`src/rtl/core/mp2_pkg.sv`:
```
// ----------------------------------------------------------------------------
// mp2_pkg
// Shared widths, types and matrix entry indexes for the 2x2 matrix power block.
// ----------------------------------------------------------------------------
package mp2_pkg;

   localparam int FIELD_WIDTH        = 32;
   localparam int EXP_WIDTH          = 31;
   localparam int DATA_WIDTH_DEFAULT = 32;
   localparam int DIGIT_WIDTH        = 4;

   // entry order in a packed matrix: row-major
   localparam int IDX_00 = 0;
   localparam int IDX_01 = 1;
   localparam int IDX_10 = 2;
   localparam int IDX_11 = 3;

   typedef logic signed [FIELD_WIDTH-1:0] field_type;
   typedef logic [EXP_WIDTH-1:0]          exp_type;

endpackage

```
`src/rtl/core/mp2_matmul.sv`:
```
// ----------------------------------------------------------------------------
// mp2_matmul
// Digit-serial 2x2 matrix multiplier, c = a * b modulo 2^DATA_WIDTH.
// ----------------------------------------------------------------------------
module mp2_matmul #(
   parameter int DATA_WIDTH = mp2_pkg::DATA_WIDTH_DEFAULT
) (
   input  logic                       clock,
   input  logic                       reset,
   input  logic                       start,
   input  logic [3:0][DATA_WIDTH-1:0] mat_a,
   input  logic [3:0][DATA_WIDTH-1:0] mat_b,
   output logic [3:0][DATA_WIDTH-1:0] mat_c,
   output logic                       done
);

   localparam int D     = mp2_pkg::DIGIT_WIDTH;
   localparam int NDIG  = (DATA_WIDTH + D - 1) / D;
   localparam int CNT_W = $clog2(NDIG + 1);

   logic [3:0][DATA_WIDTH-1:0] a_ff, a_in;
   logic [3:0][DATA_WIDTH-1:0] b_ff, b_in;
   logic [3:0][DATA_WIDTH-1:0] c_ff, c_in;
   logic [3:0][DATA_WIDTH-1:0] pa, pb;
   logic [CNT_W-1:0]           cnt_ff, cnt_in;
   logic                       done_ff, done_in;

   // a shifts left one digit per cycle, b hands out its low digit and shifts right
   always_comb begin
      a_in    = a_ff;
      b_in    = b_ff;
      c_in    = c_ff;
      cnt_in  = cnt_ff;
      done_in = 1'b0;
      pa      = '0;
      pb      = '0;
      if (start) begin
         a_in   = mat_a;
         b_in   = mat_b;
         c_in   = '0;
         cnt_in = CNT_W'(NDIG);
      end else if (cnt_ff != '0) begin
         for (int r = 0; r < 2; r++) begin
            for (int q = 0; q < 2; q++) begin
               pa[r*2+q]   = DATA_WIDTH'(a_ff[r*2] * b_ff[q][D-1:0]);
               pb[r*2+q]   = DATA_WIDTH'(a_ff[r*2+1] * b_ff[2+q][D-1:0]);
               c_in[r*2+q] = c_ff[r*2+q] + pa[r*2+q] + pb[r*2+q];
            end
         end
         for (int e = 0; e < 4; e++) begin
            a_in[e] = a_ff[e] << D;
            b_in[e] = b_ff[e] >> D;
         end
         cnt_in  = cnt_ff - CNT_W'(1);
         done_in = (cnt_ff == CNT_W'(1));
      end
   end

   always_ff @(posedge clock) begin
      a_ff <= a_in;
      b_ff <= b_in;
      c_ff <= c_in;
      if (reset) begin
         cnt_ff  <= '0;
         done_ff <= 1'b0;
      end else begin
         cnt_ff  <= cnt_in;
         done_ff <= done_in;
      end
   end

   assign mat_c = c_ff;
   assign done  = done_ff;

endmodule

```
`config.mk`:
```
export PLATFORM = sky130hd
export DESIGN_NAME = mp2_matmul
export DESIGN_NICKNAME = d
export VERILOG_FILES = /design/src/rtl/core/mp2_pkg.sv /design/src/rtl/core/mp2_matmul.sv
export SDC_FILE = /design/constraint.sdc
export NUM_CORES = 2
export LEC_CHECK = 0
export ABC_AREA = 1
export BUFFER_PORTS_ARGS = -buffer_cell sky130_fd_sc_hd__buf_2
export CORE_ASPECT_RATIO = 0.6
export CORE_MARGIN = 2
export CORE_UTILIZATION = 55
export CTS_BUF_LIST = sky130_fd_sc_hd__clkbuf_4 sky130_fd_sc_hd__clkbuf_8
export CTS_CLUSTER_SIZE = 8
export DETAILED_ROUTE_END_ITERATION = 12
export PLACE_DENSITY = 0.79
export SYNTH_ARGS = -nofsm -noshare
export SYNTH_HDL_FRONTEND = slang
export SYNTH_SLANG_ARGS = --single-unit
export TNS_END_PERCENT = 20
```
`constraint.sdc`:
```
create_clock -name clock -period 5.4 [get_ports clock]
set_input_delay 0.54 -clock clock [delete_from_list [all_inputs] [get_ports clock]]
set_output_delay 0.54 -clock clock [all_outputs]
set_load 0.02 [all_outputs]
```
# --- Word level (Yosys, flattened, before mapping) ---
# Cells that the tools add are included.
op_classes:
  n_addsub: 9
  n_eq_ne: 1
  n_mux: 6
  n_reduce_logical: 4
  bitwise: 1
  multipliers: 8
op_table:
  columns: ["operator", "count"]
  rows:
  - ["$mux W128", 4]
  - ["$add A32 B32 Y32", 8]
  - ["$mul A32 B4 Y32", 8]
  - ["$mux W4", 2]
  - ["$eq A4 B1 Y1 const B", 1]
  - ["$reduce_bool A4 Y1", 1]
  - ["$sub A4 B1 Y4 const B", 1]
  - ["$reduce_or A3 Y1", 1]
  - ["$reduce_bool A2 Y1", 1]
  - ["$reduce_or A2 Y1", 1]
  - ["$not A1 Y1", 1]
totals:
  regBits: 389
  inputBits: 259
  out_inout_bits: 129

# --- Logic depth before layout (Yosys ltp) ---
logic_depth:
  word_depth: 3
  ltp_mapped: 26

# --- Worst setup path before layout ---
# OpenSTA, ideal clock, no wires.
synth_path:
  path_type: "register -> register"
  start: "register b_ff[34] in the netlist's numbering"
  end: "register c_ff, in the netlist mat_c[62]"
  setup_ns: 0.113
  t_arrival_ns: 4.341
  path_stages_with_launch: 24
  required_time_ns: 5.287
  path_slack_ns: 0.945
  path_buffers: 3
  path_cell_list: "edfxtp_1 > clkbuf_1 > clkbuf_1 > clkbuf_1 > nand2_1 > fa_1 > fa_1 > inv_1 > fa_1 > inv_1 > fa_1 > fa_1 > inv_1 > nand2_1 > o21ai_2 > nand2_1 > nand2_2 > nand2_1 > nand2_1 > nand2_1 > nand2_1 > nand2_1 > nand3_1 > nand2_1"
synth_between:
  elab_chain_cells: 3
synth_rtl:
  columns: ["element", "line_no", "rtl"]
  rows:
  - ["start: declaration", "mp2_matmul.sv:22", "logic [3:0][DATA_WIDTH-1:0] b_ff, b_in;"]
  - ["start signal: assignment", "mp2_matmul.sv:61", "b_ff <= b_in;"]
  - ["$mul A32 B4 Y32", "mp2_matmul.sv:45", "pa[r*2+q] = DATA_WIDTH'(a_ff[r*2] * b_ff[q][D-1:0]);"]
  - ["$add A32 B32 Y32 (2 in series)", "mp2_matmul.sv:47", "c_in[r*2+q] = c_ff[r*2+q] + pa[r*2+q] + pb[r*2+q];"]
  - ["end signal: assignment", "mp2_matmul.sv:62", "c_ff <= c_in;"]
  - ["end: declaration", "mp2_matmul.sv:23", "logic [3:0][DATA_WIDTH-1:0] c_ff, c_in;"]
# No other way between the ends.
# A chain may end at the register's enable or synchronous reset.

# --- Worst setup path in the final report ---
layout_path:
  start: "register a_ff[101] in the netlist's numbering"
  end: "register c_ff, in the netlist mat_c[73]"
layout_between:
  elab_chain_cells: 2
layout_rtl:
  columns: ["element", "line_no", "rtl"]
  rows:
  - ["start: declaration", "mp2_matmul.sv:21", "logic [3:0][DATA_WIDTH-1:0] a_ff, a_in;"]
  - ["start signal: assignment", "mp2_matmul.sv:60", "a_ff <= a_in;"]
  - ["$mul A32 B4 Y32", "mp2_matmul.sv:46", "pb[r*2+q] = DATA_WIDTH'(a_ff[r*2+1] * b_ff[2+q][D-1:0]);"]
  - ["$add A32 B32 Y32", "mp2_matmul.sv:47", null]
# No other way between the ends.

==> results.ini <==
[clock_network]
clock_path_buffers=3
post_cts_buffers=0
post_cts_resized=0
worstSkewPairLatency_ns=0.79
root_buffer=clkbuf_8
cts_made_buffers=72
clkSinkCount=389
ctsHoldBuffers=31
cts-htree-levels=3
cts_tree=yes
clkTransAtPathRegs_ns=0.07

[sta]
worst_pin_slew_ns=1.00
period_share_pct=94.8
finalSetupViolations=0
rsz0062_at_grt=no
relSlewSlack_pct=33.4
timing.fmax_ghz=0.195
finClkSkew_ns=0.0554
tns_ns=0
timing.final.hold_violations=0
timing.final.max_slew_violations=0
whs_ns=0.0356
period_minus_slack_ns=5.12

[worst_setup_path]
required_ns=6.00
worstSetupPathType=reg -> reg
critPathMaxStageDelay_ns=0.79
ff2ff_path_depth=15
startpoint_type=register
critical_path_peak_fanout=9
crit_chain=nand2_1, fa_1, inv_1, fa_1, fa_1, inv_1, fa_1, inv_1, ha_1, a21oi_1, nor2_1, nor2_1, nand2_2, o21ai_0, o21ai_0
cp_common_cell=fa_1
cp-end-kind=register
crit_arrival_ns=5.72
critPathSlowestCell=edfxtp_1

[logic_synthesis]
syn_inst=6739
synth_top_area_share_pct=32.1
ys_seq_area_share_pct=20.7
synth_top_area_cell=fa_1
yosysWarnings=0
synthFlopType=edfxtp_1
synth-seq-cells=389
synth_area_leaders=fa_1 (32%), nand2_1 (18%), edfxtp_1 (15%)
async_reset_ff_share_pct=0
synth_cell_type_count=48
avgSynthCellArea_um2=7.43
synth_edf_count=256
synth_nets=7960
netlist_area_mm2=0.0501

[cells_and_area]
drive_above_1_share_pct=9.12
regArea_mm2=0.0103
layout_common_cells=nand2_1 (2364), inv_1 (1852), fa_1 (804), buf_2 (386), edfxtp_1 (256)
multi_input_area_mm2=0.0315
layout_commonest_cell=nand2_1
fin_cells=8274
fin_util_pct=61.1
num-fill-cells=8074
final_nets=8217
area_growth_pct=9.68

[detailed_routing]
wl_met1_um=70200
vias=43600
firstDrtPassIters=7
top_layer=met5
drc_errors=0
drt-total-wl_um=166000
ant_nets=0
wl_per_cell_um=20.0
drtIter0Drc=5096
detail_route.vias_per_cell=5.27
met3RoutedLength_um=28500
wl_met2_um=62700

[placed_design]
routabilityCongestion=0.995
placed_cells=8109
io_buffers=387
dp_hpwl_um=131000

[global_routing]
overflow=0
grt_pass1_vias=44100
grt_pass1_wl_um=257000
antenna_found_initial=7
grt_usage_pct=36.1
grt_start_max_net_pins=134

[job]
drv_cap=0

[min_path]
hold_class=in -> reg
min_path_cells=3

[floorplan]
rows=85
ioPinCount=388
die-area_mm2=0.0936
die_x_um=394
start_util_pct=55.7
coreArea_mm2=0.0900
die-height_um=238

[run_status]
status=complete, no violations

[area by class of cell]
type	instances	share of cell area [%]
Sequential cell	389	18.8
Inverter	1858	12.7
Timing Repair Buffer	489	5.53
Tap cell	1218	2.77
Multi-Input combinational cell	4186	57.3
Antenna cell	3	0.0137
Clock buffer	98	2.23
Clock inverter	33	0.553
[worst max-delay path, delay by kind of cell (launching register included)]
kind                     cells  cell delay (ns)
adder cells (fa/ha/maj)      5             2.38
flip-flops                   1             0.79
AO/OA/AOI/OAI                3             0.96
AND/OR/NAND/NOR              4             0.67
buffers and inverters        3             0.15
[per-stage QoR]
stage,setup slack (ns),area [µm²]
global route,0.103,54900
global placement,0.471,53100
CTS,0.456,54900
floorplan,0.945,50100
detailed placement,0.494,53100
finish,0.278,54900
[synth_stat cells, types with 7 or more instances]
| master | instances |
|---|---|
| a21boi_0 | 9 |
| buf_1 | 53 |
| o21ai_1 | 32 |
| o22ai_1 | 23 |
| buf_6 | 7 |
| a21oi_1 | 160 |
| nand2_2 | 21 |
| nand3_1 | 136 |
| fa_1 | 804 |
| nand3b_1 | 16 |
| dfxtp_1 | 133 |
| clkbuf_1 | 200 |
| nor2_2 | 10 |
| nor2_1 | 194 |
| nor3_1 | 22 |
| nand4_1 | 25 |
| o21ai_0 | 112 |
| o21bai_1 | 24 |
| inv_1 | 1852 |
| nand2_1 | 2364 |
| ha_1 | 158 |
| edfxtp_1 | 256 |
| xnor2_1 | 11 |
| buf_2 | 43 |
[path summary, 6_finish.rpt]
kind | slack, ns | startpoint | endpoint
max | 0.28 | a_ff[101] | mat_c[73]
max reg2reg | 0.28 | a_ff[101] | mat_c[73]
min reg2reg | 0.44 | cnt_ff[2] | done
min | 0.04 | mat_a[118] | a_ff[118]
[metal layers]
metal | GRT usage [%] | vias up
met5 | 0 | -
met4 | 8.95 | 10
met3 | 16.5 | 312
met2 | 47.8 | 2804
met1 | 53.0 | 20700
li1 | - | 19800
[state kept, by name, indices dropped and copies added (netlist names)]
register	flops
a_ff	128
b_ff	128
mat_c	128
cnt_ff	4
done	1
[logic make-up after synthesis]
| family | after synthesis | share of synthesized area (%) |
|---|---|---|
| AOI/OAI and AO/OA | 389 | 4.30 |
| xor gates and xnor gates | 16 | 0.280 |
| adders and majority gates | 962 | 36.1 |
| buffers and inverters | 2164 | 16.5 |
| DFF | 389 | 20.7 |
| and+or+nand+nor | 2819 | 22.2 |
Power is left out: the tool's default activity adds up to more than one toggle a clock period on the data nets, which glitch-free logic cannot reach.
